$ cat src/design/mfp_pkg.sv
// ----------------------------------------------------------------------------
// mfp_pkg
// Shared constants, types and codes of the motor feedback frame parser.
// ----------------------------------------------------------------------------
package mfp_pkg;

    // Position of the last byte of a frame; the frame holds positions 0 to this.
    localparam int FRAME_LAST_INDEX = 25;
    localparam int STORE_DEPTH      = FRAME_LAST_INDEX + 1;
    localparam int ADDR_W           = $clog2(STORE_DEPTH);

    // One scan step per store read, plus five to fill the six-byte window.
    localparam int SCAN_END = FRAME_LAST_INDEX + 5;
    localparam int STEP_W   = $clog2(SCAN_END + 1);

    localparam int BYTE_W  = 8;
    localparam int VALUE_W = 32;

    localparam logic [BYTE_W-1:0] SEP_CHAR = 8'h3B;
    localparam logic [BYTE_W-1:0] CR_CHAR  = 8'h0D;
    localparam logic [BYTE_W-1:0] LF_CHAR  = 8'h0A;

    // Configuration port.
    localparam int CFG_ADDR_W = 3;
    localparam int CFG_DATA_W = 8;
    localparam logic [CFG_ADDR_W-1:0] CFG_HEADER_CHAR = 3'd0;
    localparam logic [CFG_ADDR_W-1:0] CFG_START_CHAR  = 3'd1;
    localparam logic [CFG_ADDR_W-1:0] CFG_END_CHAR    = 3'd2;
    localparam logic [CFG_ADDR_W-1:0] CFG_LEFT_TAG    = 3'd3;
    localparam logic [CFG_ADDR_W-1:0] CFG_RIGHT_TAG   = 3'd4;
    localparam logic [CFG_ADDR_W-1:0] CFG_CENTER_TAG  = 3'd5;

    typedef enum logic [1:0] {
        ST_IDLE,
        ST_HDR,
        ST_SCAN,
        ST_EMIT
    } mfp_state_t;

    typedef struct packed {
        logic shift;
        logic eval;
    } scan_ctrl_t;

    typedef struct packed {
        logic [BYTE_W-1:0] time_tag;
        logic [BYTE_W-1:0] left_tag;
        logic [BYTE_W-1:0] right_tag;
        logic [BYTE_W-1:0] center_tag;
    } mfp_tags_t;

endpackage

$ cat src/design/mfp_ram.sv
// ----------------------------------------------------------------------------
// mfp_ram
// Generic single-write, single-read RAM with a registered read port.
// ----------------------------------------------------------------------------
module mfp_ram #(
    parameter int WIDTH = 8,
    parameter int DEPTH = 32
) (
    input  logic                     aclk,
    input  logic                     wr_en,
    input  logic [$clog2(DEPTH)-1:0] wr_addr,
    input  logic [WIDTH-1:0]         wr_data,
    input  logic [$clog2(DEPTH)-1:0] rd_addr,
    output logic [WIDTH-1:0]         rd_data
);

    logic [WIDTH-1:0] mem [DEPTH];

    always_ff @(posedge aclk) begin
        if (wr_en) begin
            mem[wr_addr] <= wr_data;
        end
        rd_data <= mem[rd_addr];
    end

endmodule

$ cat src/design/mfp_scan_unit.sv
// ----------------------------------------------------------------------------
// mfp_scan_unit
// Six-byte sliding window over the frame store, tag matcher and held values.
// ----------------------------------------------------------------------------
module mfp_scan_unit
    import mfp_pkg::*;
(
    input  logic                aclk,
    input  logic                aresetn,
    input  scan_ctrl_t          ctrl,
    input  logic [BYTE_W-1:0]   scan_byte,
    input  mfp_tags_t           tags,
    output logic [VALUE_W-1:0]  held_time,
    output logic [VALUE_W-1:0]  held_left,
    output logic [VALUE_W-1:0]  held_right,
    output logic [VALUE_W-1:0]  held_center,
    output logic                crlf_hit
);

    logic [BYTE_W-1:0]  win_reg [5];
    logic [BYTE_W-1:0]  tag_byte;
    logic [BYTE_W-1:0]  next_byte;
    logic               sep_ok;
    logic [VALUE_W-1:0] word;
    logic [VALUE_W-1:0] held_time_reg, held_left_reg, held_right_reg, held_center_reg;

    // The window plus the byte arriving now covers positions p to p+5.
    assign tag_byte  = win_reg[0];
    assign next_byte = win_reg[1];
    assign word      = {win_reg[1], win_reg[2], win_reg[3], win_reg[4]};
    assign sep_ok    = ctrl.eval && (scan_byte == SEP_CHAR);
    assign crlf_hit  = ctrl.eval && (tag_byte == CR_CHAR) && (next_byte == LF_CHAR);

    always_ff @(posedge aclk) begin
        if (ctrl.shift) begin
            for (int i = 0; i < 4; i++) begin
                win_reg[i] <= win_reg[i+1];
            end
            win_reg[4] <= scan_byte;
        end
    end

    always_ff @(posedge aclk) begin
        if (!aresetn) begin
            held_time_reg   <= '0;
            held_left_reg   <= '0;
            held_right_reg  <= '0;
            held_center_reg <= '0;
        end else begin
            if (sep_ok && (tag_byte == tags.time_tag)) begin
                held_time_reg <= word;
            end
            if (sep_ok && (tag_byte == tags.left_tag)) begin
                held_left_reg <= word;
            end
            if (sep_ok && (tag_byte == tags.right_tag)) begin
                held_right_reg <= word;
            end
            if (sep_ok && (tag_byte == tags.center_tag)) begin
                held_center_reg <= word;
            end
        end
    end

    assign held_time   = held_time_reg;
    assign held_left   = held_left_reg;
    assign held_right  = held_right_reg;
    assign held_center = held_center_reg;

endmodule

$ cat src/design/motor_feedback_frame_parser_unit.sv
// ----------------------------------------------------------------------------
// motor_feedback_frame_parser_unit
// Assembles serial bytes into fixed-length frames and decodes tagged values.
// ----------------------------------------------------------------------------
// Bytes enter on the s_ channel, one per transaction. A frame opens when the
// start byte follows the header byte and closes on the byte written at the
// last frame position. Only the closing byte yields a result on the m_
// channel: m_tuser carries frame_ok and m_tdata the four held values.
// An ordinary byte is accepted in ST_IDLE alone; the start byte also passes
// through ST_HDR: header and start bytes enter the store one per cycle.
// A malformed closing byte moves to ST_EMIT, which loads the output register
// and raises m_tvalid once that register is free. A good closing byte runs a
// scan over the store, one read a cycle through a single RAM port, ending
// early after a CR LF pair, and then moves to ST_EMIT in the same way.
// s_tready is low while a start byte, scan or result load is in progress.
// The result sits in an output register, so bytes keep flowing while the
// receiver stalls; only a further result waits for that register to free.
// Reset clears the frame state, the held values and the result valid, and
// loads the configuration registers with their defaults. The frame store
// needs no clearing: every frame rewrites all of it before it is scanned.
// ----------------------------------------------------------------------------
module motor_feedback_frame_parser_unit
    import mfp_pkg::*;
(
    input  logic                  aclk,
    input  logic                  aresetn,
    // Configuration write port.
    input  logic                  cfg_wr_en,
    input  logic [CFG_ADDR_W-1:0] cfg_addr,
    input  logic [CFG_DATA_W-1:0] cfg_wdata,
    // Byte input.
    input  logic                  s_tvalid,
    output logic                  s_tready,
    input  logic [7:0]            s_tdata,   // [7:0] byte_in
    // Result output.
    output logic                  m_tvalid,
    input  logic                  m_tready,
    output logic [127:0]          m_tdata,   // [31:0] time_value, [63:32] left_count,
                                             // [95:64] right_count, [127:96] center_count
    output logic                  m_tuser    // [0] frame_ok
);

    localparam logic [ADDR_W-1:0] LAST_IDX   = ADDR_W'(FRAME_LAST_INDEX);
    localparam logic [ADDR_W-1:0] ADDR_HDR   = ADDR_W'(0);
    localparam logic [ADDR_W-1:0] ADDR_START = ADDR_W'(1);
    localparam logic [STEP_W-1:0] STEP_LAST  = STEP_W'(SCAN_END);
    localparam logic [STEP_W-1:0] STEP_EVAL  = STEP_W'(6);
    localparam logic [STEP_W-1:0] STEP_RDMAX = STEP_W'(FRAME_LAST_INDEX);
    localparam logic [STEP_W-1:0] STEP_ZERO  = STEP_W'(FRAME_LAST_INDEX + 2);

    mfp_state_t state_reg, state_next;

    logic [BYTE_W-1:0] header_char_reg, start_char_reg, end_char_reg;
    logic [BYTE_W-1:0] left_tag_reg, right_tag_reg, center_tag_reg;

    logic              in_frame_reg;
    logic [ADDR_W-1:0] widx_reg;
    logic [BYTE_W-1:0] prev_reg;
    logic              ok_reg;
    logic [STEP_W-1:0] step_reg, step_next;

    logic              m_tvalid_reg;
    logic [127:0]      m_tdata_reg;
    logic              m_tuser_reg;

    logic              s_fire;
    logic [BYTE_W-1:0] byte_in;
    logic [ADDR_W-1:0] widx_inc;
    logic              frame_start;
    logic              frame_close;
    logic              close_ok;
    logic              emit_load;
    logic              scan_done;

    logic              ram_we;
    logic [ADDR_W-1:0] ram_waddr;
    logic [BYTE_W-1:0] ram_wdata;
    logic [ADDR_W-1:0] ram_raddr;
    logic [BYTE_W-1:0] ram_rdata;

    scan_ctrl_t        scan_ctrl;
    logic [BYTE_W-1:0] scan_byte;
    mfp_tags_t         tags;
    logic              crlf_hit;
    logic [VALUE_W-1:0] held_time, held_left, held_right, held_center;

    assign byte_in     = s_tdata;
    assign s_tready    = (state_reg == ST_IDLE);
    assign s_fire      = s_tvalid && s_tready;
    assign widx_inc    = widx_reg + ADDR_W'(1);
    assign frame_start = !in_frame_reg && (byte_in == start_char_reg)
                         && (prev_reg == header_char_reg);
    assign frame_close = in_frame_reg && (widx_inc >= LAST_IDX);
    assign close_ok    = frame_close && (byte_in == end_char_reg);
    assign emit_load   = (state_reg == ST_EMIT) && (!m_tvalid_reg || m_tready);
    assign scan_done   = crlf_hit || (step_reg == STEP_LAST);

    assign tags.time_tag   = start_char_reg;
    assign tags.left_tag   = left_tag_reg;
    assign tags.right_tag  = right_tag_reg;
    assign tags.center_tag = center_tag_reg;

    // Configuration registers.
    always_ff @(posedge aclk) begin
        if (!aresetn) begin
            header_char_reg <= 8'd42;
            start_char_reg  <= 8'd84;
            end_char_reg    <= 8'd35;
            left_tag_reg    <= 8'd76;
            right_tag_reg   <= 8'd82;
            center_tag_reg  <= 8'd90;
        end else if (cfg_wr_en) begin
            unique case (cfg_addr)
                CFG_HEADER_CHAR: header_char_reg <= cfg_wdata;
                CFG_START_CHAR:  start_char_reg  <= cfg_wdata;
                CFG_END_CHAR:    end_char_reg    <= cfg_wdata;
                CFG_LEFT_TAG:    left_tag_reg    <= cfg_wdata;
                CFG_RIGHT_TAG:   right_tag_reg   <= cfg_wdata;
                CFG_CENTER_TAG:  center_tag_reg  <= cfg_wdata;
                default: ;
            endcase
        end
    end

    // Next state.
    always_comb begin
        state_next = state_reg;
        unique case (state_reg)
            ST_IDLE: begin
                priority if (s_fire && frame_start) begin
                    state_next = ST_HDR;
                end else if (s_fire && close_ok) begin
                    state_next = ST_SCAN;
                end else if (s_fire && frame_close) begin
                    state_next = ST_EMIT;
                end else begin
                    state_next = ST_IDLE;
                end
            end
            ST_HDR: state_next = ST_IDLE;
            ST_SCAN: begin
                if (scan_done) begin
                    state_next = ST_EMIT;
                end
            end
            ST_EMIT: begin
                if (emit_load) begin
                    state_next = ST_IDLE;
                end
            end
            default: state_next = ST_IDLE;
        endcase
    end

    // Store writes, scan reads and window control.
    always_comb begin
        ram_we          = 1'b0;
        ram_waddr       = widx_inc;
        ram_wdata       = byte_in;
        ram_raddr       = ADDR_HDR;
        scan_ctrl.shift = 1'b0;
        scan_ctrl.eval  = 1'b0;
        scan_byte       = '0;
        step_next       = '0;
        unique case (state_reg)
            ST_IDLE: begin
                if (s_fire && frame_start) begin
                    ram_we    = 1'b1;
                    ram_waddr = ADDR_START;
                end else if (s_fire && in_frame_reg) begin
                    ram_we = 1'b1;
                end
            end
            ST_HDR: begin
                // The header byte equals the configured header character.
                ram_we    = 1'b1;
                ram_waddr = ADDR_HDR;
                ram_wdata = header_char_reg;
            end
            ST_SCAN: begin
                step_next       = step_reg + STEP_W'(1);
                ram_raddr       = (step_reg <= STEP_RDMAX) ? step_reg[ADDR_W-1:0] : ADDR_HDR;
                // Positions past the frame are not in the store; the window is fed zero for them.
                scan_byte       = (step_reg < STEP_ZERO) ? ram_rdata : '0;
                scan_ctrl.shift = (step_reg != '0);
                scan_ctrl.eval  = (step_reg >= STEP_EVAL);
            end
            ST_EMIT: ;
            default: ;
        endcase
    end

    always_ff @(posedge aclk) begin
        if (!aresetn) begin
            state_reg    <= ST_IDLE;
            in_frame_reg <= 1'b0;
            widx_reg     <= '0;
            prev_reg     <= '0;
            ok_reg       <= 1'b0;
            step_reg     <= '0;
            m_tvalid_reg <= 1'b0;
        end else begin
            state_reg <= state_next;
            step_reg  <= step_next;
            if (s_fire) begin
                prev_reg <= byte_in;
                if (frame_start) begin
                    in_frame_reg <= 1'b1;
                    widx_reg     <= ADDR_START;
                end else if (frame_close) begin
                    in_frame_reg <= 1'b0;
                    widx_reg     <= '0;
                    ok_reg       <= close_ok;
                end else if (in_frame_reg) begin
                    widx_reg <= widx_inc;
                end
            end
            if (emit_load) begin
                m_tvalid_reg <= 1'b1;
            end else if (m_tready) begin
                m_tvalid_reg <= 1'b0;
            end
        end
    end

    always_ff @(posedge aclk) begin
        if (emit_load) begin
            m_tuser_reg <= ok_reg;
            m_tdata_reg <= {held_center, held_right, held_left, held_time};
        end
    end

    assign m_tvalid = m_tvalid_reg;
    assign m_tdata  = m_tdata_reg;
    assign m_tuser  = m_tuser_reg;

    mfp_ram #(
        .WIDTH(BYTE_W),
        .DEPTH(STORE_DEPTH)
    ) u_store (
        .aclk    (aclk),
        .wr_en   (ram_we),
        .wr_addr (ram_waddr),
        .wr_data (ram_wdata),
        .rd_addr (ram_raddr),
        .rd_data (ram_rdata)
    );

    mfp_scan_unit u_scan (
        .aclk        (aclk),
        .aresetn     (aresetn),
        .ctrl        (scan_ctrl),
        .scan_byte   (scan_byte),
        .tags        (tags),
        .held_time   (held_time),
        .held_left   (held_left),
        .held_right  (held_right),
        .held_center (held_center),
        .crlf_hit    (crlf_hit)
    );

    // The scan never runs past its last step.
    a_step_bound: assert property (@(posedge aclk) disable iff (!aresetn)
        (state_reg == ST_SCAN) |-> (step_reg <= STEP_LAST))
        else $error("scan step beyond last position");

    // Held values change only while a frame is being scanned.
    a_held_only_in_scan: assert property (@(posedge aclk) disable iff (!aresetn)
        (state_reg != ST_SCAN) |=> ($stable(held_time) && $stable(held_left)
                                    && $stable(held_right) && $stable(held_center)))
        else $error("held value changed outside a scan");

    // An open frame always has room for its next byte.
    a_widx_range: assert property (@(posedge aclk) disable iff (!aresetn)
        in_frame_reg |-> (widx_reg < LAST_IDX))
        else $error("write index reached the last position inside a frame");

    // A result leaves the output register only through a completed transaction.
    a_result_taken: assert property (@(posedge aclk) disable iff (!aresetn)
        (m_tvalid_reg && !m_tready && !emit_load) |=> m_tvalid_reg)
        else $error("result dropped without a transaction");

endmodule
$ cat config.mk
export PLATFORM = sky130hd
export DESIGN_NAME = motor_feedback_frame_parser_unit
export DESIGN_NICKNAME = d
export VERILOG_FILES = /design/src/design/mfp_pkg.sv /design/src/design/mfp_ram.sv /design/src/design/mfp_scan_unit.sv /design/src/design/motor_feedback_frame_parser_unit.sv
export SDC_FILE = /design/constraint.sdc
export NUM_CORES = 1
export LEC_CHECK = 0
export BUFFER_PORTS_ARGS = -buffer_cell sky130_fd_sc_hd__buf_2
export CAP_MARGIN = 20
export CORE_ASPECT_RATIO = 1.2
export CORE_UTILIZATION = 54
export DETAILED_ROUTE_END_ITERATION = 12
export GPL_TIMING_DRIVEN = 0
export PLACE_DENSITY_LB_ADDON = 0.15
export SYNTH_ARGS = -nofsm -noshare
export SYNTH_HDL_FRONTEND = slang
export SYNTH_HIERARCHICAL = 1
export SYNTH_SLANG_ARGS = --single-unit
$ cat constraint.sdc
create_clock -name aclk -period 7.6 [get_ports aclk]
set_clock_uncertainty 0.05 [all_clocks]
set_input_delay 1.14 -clock aclk [delete_from_list [all_inputs] [get_ports aclk]]
set_output_delay 1.14 -clock aclk [all_outputs]
set_load 0.02 [all_outputs]
After elaboration in Yosys (flattened, before gate mapping). Memories as Yosys holds them, arrays and structs flattened. A register that Yosys moved wholly into a read port is not among the register bits. Cells that the tools add are included.

Output and inout bits: 131. Input bits: 24. Memories kept: 2. Bits in registers: 328. Memory bits (writable): 248.

Memory list: u_store.mem (words 26, width 8, read ports 1, clocked after memory_dff 1, wr ports 1, RTL line mfp_ram.sv:17) `logic [WIDTH-1:0] mem [DEPTH];`; u_scan.win_reg (words 5, width 8, read ports 5, clocked after memory_dff 0, wr ports 5, RTL line mfp_scan_unit.sv:20) `logic [BYTE_W-1:0] win_reg [5];`.

Muxes and demuxes: 28. Add/sub/neg operators: 2. Reduce and logical (&&, ||, !) cells: 38. Equality and inequality tests: 21. Bitwise gates (word level): 1. Magnitude comparators: 4.

Operator list (number): $eq 8x8->1 (7); $mux 5 (6); $mux 8 (3); $reduce_and 2->1 (10); $logic_and 1x1->1 (17); $eq 8x4->1 const B (2); $mux 2 (6); $add 5x1->5 const B (2); $mux 1 (10); $pmux 5 s2 (1); $eq 8x6->1 const B (1); $pmux 2 s4 (1); $eq 3x2->1 const B (2); $eq 3x3->1 const B (2); $eq 5x5->1 const B (1); $ge 5x3->1 const B (1); $ge 5x5->1 const B (1); $le 5x5->1 const B (1); $lt 5x5->1 const B (1); $reduce_bool 5->1 (1); $eq 2x2->1 const B (2); $ne 2x2->1 const B (2); $reduce_bool 2->1 (2); $eq 3x1->1 const B (1); 9 further kinds (11).

Longest topological paths before layout.
Depth in word-level cells: 8. Depth in mapped cells: 12.

Cells and area by module. Netlist, hierarchy kept.

Modules (own cells, without submodules): mfp_ram (cells each 473, area an instance 8464.4 um^2, seq. area each 6406.1 um^2, instances 1); motor_feedback_frame_parser_unit (cells each 551, area an instance 7308.3 um^2, seq. area each 5295.1 um^2, instances 1); mfp_scan_unit (cells each 548, area an instance 6369.9 um^2, seq. area each 3763.6 um^2, instances 1).

Worst setup path before layout. OpenSTA, ideal clock, no wires.

Path type: input-to-reg. Start: input m_tready. End: register m_tdata_reg[0], in the netlist m_tdata[0] (enable). Stages: 2. Data arrival time: 6.953 ns. Slack: -0.037 ns. Library setup time: 0.634 ns. Buffers on the path: 0. Data required time: 6.916 ns. Path through: nand2b_1 -> nor2b_1.

Cells in the longest elaborated chain, start to end: 2.

Ends and longest elaborated chain: start: declaration (RTL line motor_feedback_frame_parser_unit.sv:37) `input logic m_tready,`; $logic_or 1x1->1 (RTL line motor_feedback_frame_parser_unit.sv:95) `assign emit_load = (state_reg == ST_EMIT) && (!m_tvalid_reg || m_tready);`; $logic_and 1x1->1 (RTL line motor_feedback_frame_parser_unit.sv:95); via emit_load (RTL line motor_feedback_frame_parser_unit.sv:72) `logic emit_load;`; end signal: assignment (RTL line motor_feedback_frame_parser_unit.sv:229) `m_tdata_reg <= {held_center, held_right, held_left, held_time};`; end: declaration (RTL line motor_feedback_frame_parser_unit.sv:63) `logic [127:0] m_tdata_reg;`.

The timed path passes the listed nets, and every way through them passes these cells. A chain may end at the register's enable or synchronous reset.

Worst setup path after layout.
Start: input s_tdata[4]. End: memory u_store.mem[20][4] (enable).

RTL lines: start: declaration (RTL line motor_feedback_frame_parser_unit.sv:34) `input logic [7:0] s_tdata,`; $eq 8x8->1 (RTL line motor_feedback_frame_parser_unit.sv:91) `assign frame_start = !in_frame_reg && (byte_in == start_char_reg)`; $logic_and 1x1->1 (RTL line motor_feedback_frame_parser_unit.sv:91); $logic_and 1x1->1 (RTL line motor_feedback_frame_parser_unit.sv:92) `&& (prev_reg == header_char_reg);`; $logic_and 1x1->1 (RTL line motor_feedback_frame_parser_unit.sv:167) `if (s_fire && frame_start) begin`; $mux 5 (RTL line motor_feedback_frame_parser_unit.sv:167); $pmux 5 s2 (RTL line motor_feedback_frame_parser_unit.sv:165) `unique case (state_reg)`; via ram_waddr[1] (RTL line motor_feedback_frame_parser_unit.sv:76) `logic [ADDR_W-1:0] ram_waddr;`; end: declaration (RTL line mfp_ram.sv:17).

The timed path passes the listed nets, and every way through them passes these cells.

==> impl_metrics.py <==
metrics = {
    "drt": {
        "drt_wl_total_microns": 46900,
        "vias": 12708,
        "drc": 0,
        "viasPerCell": 5.37,
        "dr.pass1.iters": 5,
        "drt.antenna.violating_nets": 0,
        "avgRoutedWirePerCell_microns": 19.8,
        "first_iter_violations": 835,
    },
    "global_route": {
        "grt_overflow": 0,
        "grt_pass1_wl_microns": 71800,
        "grt_pass1_vias": 12609,
        "antenna_found_initial": 0,
        "grt_use_total_pct": 22.6,
        "grt_max_degree": 38,
    },
    "timing": {
        "slew_headroom_pct": 29.5,
        "worst_pin_slew_ns": 1.05,
        "slew_violations": 0,
        "fmax_mhz": 243,
        "hold_viol": 0,
        "holdWs_ns": 0.372,
        "fin_setup_tns_ns": 0,
        "fin_ws_ns": 3.48,
        "fin_crit_ns": 4.12,
        "rsz0062_at_grt": "no",
        "setup-violations-final": 0,
        "period_share_pct": 54.2,
    },
    "final_layout": {
        "final_layout_size_suffix_gt1_share_pct": 18.5,
        "fill_cells": 3013,
        "largest_reg_flops": 208,
        "final_area_sq_um": 25700,
        "postLayoutCoreUtil_pct": 64.1,
        "area_growth_pct": 16.2,
        "final_cells": 2367,
        "fin_nets": 1817,
        "diodes": 0,
    },
    "worst_setup_path": {
        "critPathLaunchType": "input port",
        "worstSetupPathType": "in2reg",
        "rrSetupSlack_ns": 3.86,
        "regToRegEndpoint": "u_store/mem[20][4]$_DFFE_PP_",
        "crit_buf_inv": 2,
        "critPathCaptureType": "flip-flop",
        "arrival_ns": 4.28,
        "slowest_delay_ns": 0.67,
        "worstReg2RegStart": "start_char_reg[5]$_SDFFE_PN0P_",
        "r2r_cells": 8,
        "critPathTopFamily": "simple AND/OR/NAND/NOR gates",
        "cp_data_required_time_ns": 7.76,
        "crit_chain": "buf_2, xor2_1, nor4_1, nand4_1, nor3_2, nor3_1, or3b_2, clkbuf_1, nor2_1",
        "cp_max_fo": 8,
        "slowest_stage": "nor2_1",
    },
    "logic_synthesis": {
        "synth-seq-cells": 584,
        "async_reset_ff_share_pct": 0,
        "ys_warn_count": 6,
        "syn_area_per_cell_sq_um": 14.1,
        "synth_area_sq_um": 22100,
        "synth_edf_count": 377,
        "yosysSeqAreaShare_pct": 69.8,
        "synthFlopType": "edfxtp_1",
        "yosysTopAreaCell": "edfxtp_1",
        "yosysUniqueCellTypes": 63,
        "synthTopCellsByArea": "edfxtp_1 51%, dfxtp_1 19%, mux2i_1 9.0%",
        "yosysTopAreaCellShare_pct": 51.1,
        "synth_fp_nets": 1602,
        "synthCells": 1572,
    },
    "cts": {
        "clkLatencyLatePin_ns": 0.59,
        "cts_resized": 0,
        "cts_tree": "done",
        "clkTransAtPathRegs_ns": 0.06,
        "clock_sinks": 584,
        "cts_hold_buf": 0,
        "cts_max_path_buffers": 3,
        "htree_num_levels": 2,
        "cts_buffers": 55,
        "cts_root_buf": "clkbuf_16",
        "post_cts_buffers": 0,
    },
    "floorplanning": {
        "dieArea_sq_um": 41800,
        "die_y_microns": 224,
        "core_sq_um": 40100,
        "start_util_pct": 55.2,
        "ioPinCount": 155,
        "rows": 80,
        "die_x_microns": 187,
    },
    "min_path": {
        "min_to": "m_tdata[68]$_DFFE_PP_",
        "hold_path.class": "reg2reg",
        "min_path_cells": 0,
        "min-delay-start": "u_scan/held_right[4]$_SDFFE_PN0P_",
    },
    "run": {
        "drv_cap": 0,
    },
    "pwr": {
        "p_total_mw": 6.50,
        "p_leak_nw": 9.11,
        "power-per-cell-area_nw_per_um2": 253,
        "ir_worst_vdd_mv": 0.220,
    },
    "place": {
        "gp_congestion": 0.816,
        "portBuffers": 153,
        "dpl-instance-area_sq_um": 23700,
        "post-place-cells": 2263,
        "dpl_worst_slack_ns": 2.90,
        "hpwl_microns": 32000,
    },
    "outcome": {
        "status": "finished clean",
    },
}
-- worst max-delay path by stage --
stage / start / end / slack, ns / depth (start not counted)
floorplan: m_tready / m_tdata[0]$_DFFE_PP_ / 2.47 / 2
global placement: m_tready / m_tdata[68]$_DFFE_PP_ / 0.97 / 3
detailed placement: s_tdata[4] / u_store/mem[20][2]$_DFFE_PP_ / 2.90 / 9
CTS: s_tdata[4] / u_store/mem[20][4]$_DFFE_PP_ / 3.52 / 9
global route: s_tdata[4] / u_store/mem[20][4]$_DFFE_PP_ / 3.22 / 9
finish: s_tdata[4] / u_store/mem[20][4]$_DFFE_PP_ / 3.48 / 9
-- kinds of logic after synthesis --
logic type               Yosys count  synth area share [%]
AO/OA/AOI/OAI                    103                  3.33
XOR/XNOR                          62                  2.45
adder cells (fa/ha/maj)            6                 0.339
buffers and inverters             89                  2.27
flip-flops                       584                  69.8
multiplexers                     232                  11.6
AND/OR/NAND/NOR                  496                  10.2
-- worst register-to-register path, delay by kind of cell, from the launching register on --
family / cells / cell delay (ns)
flops: 1 / 0.36
simple gates: 6 / 2.55
xor+xnor: 1 / 0.16
buf+inv: 1 / 0.25
-- routing by layer --
layer / track usage (%) / routed length (microns) / vias up
met5: 0 / 0 / -
met4: 8.22 / 1530 / 0
met3: 3.04 / 1800 / 97
met2: 40.5 / 24200 / 328
met1: 27.8 / 19400 / 6200
li1: - / - / 6083
-- cell usage after synthesis, drive strengths merged, types with 6 or more instances --
| master | number |
|---|---|
| a21boi | 41 |
| a21oi | 22 |
| a22oi | 16 |
| and2 | 13 |
| buf | 45 |
| clkbuf | 37 |
| dfxtp | 207 |
| edfxtp | 377 |
| ha | 6 |
| inv | 7 |
| mux2 | 16 |
| mux2i | 200 |
| mux4 | 16 |
| nand2 | 312 |
| nand3 | 56 |
| nor2 | 46 |
| nor2b | 9 |
| nor3 | 11 |
| nor4 | 15 |
| o211ai | 8 |
| xor2 | 57 |
-- final cells by class --
type | count | area (sq um) | area share (%)
buffer | 82 | 477 | 1.85
clock buffer | 62 | 1430 | 5.57
clock inverter | 42 | 592 | 2.30
inverter | 7 | 26.3 | 0.102
multi-input combinational | 899 | 6200 | 24.1
sequential | 584 | 15500 | 60.1
tap | 533 | 667 | 2.59
timing repair buffer | 158 | 873 | 3.39
-- layout by cell type, fill, tap and decap left out, types with 3 or more instances in the layout --
| cell | n |
|---|---|
| a21boi_0 | 16 |
| a21boi_1 | 24 |
| a21oi_1 | 20 |
| a22oi_1 | 16 |
| and2_1 | 11 |
| and3_1 | 3 |
| buf_1 | 9 |
| buf_12 | 5 |
| buf_2 | 170 |
| buf_6 | 17 |
| bufinv_16 | 14 |
| clkbuf_1 | 42 |
| clkbuf_16 | 56 |
| clkinv_1 | 6 |
| clkinv_2 | 13 |
| clkinv_4 | 4 |
| dfxtp_1 | 207 |
| edfxtp_1 | 377 |
| ha_1 | 6 |
| inv_1 | 7 |
| mux2_2 | 16 |
| mux2i_1 | 200 |
| mux4_1 | 7 |
| mux4_2 | 9 |
| nand2_1 | 311 |
| nand2b_1 | 4 |
| nand3_1 | 52 |
| nand3_2 | 4 |
| nand3b_1 | 5 |
| nand4_1 | 3 |
| nor2_1 | 46 |
| nor2b_1 | 8 |
| nor3_1 | 10 |
| nor4_1 | 11 |
| o211ai_1 | 6 |
| o21ai_1 | 4 |
| or3_1 | 4 |
| or3b_2 | 4 |
| xnor2_1 | 5 |
| xor2_1 | 57 |
-- power breakdown --
part           internal, mW  switching (mW)
Clock                  1.84            1.17
Sequential             3.36         0.00709
Combinational        0.0297          0.0897
Power figures use the tool's default switching activity.
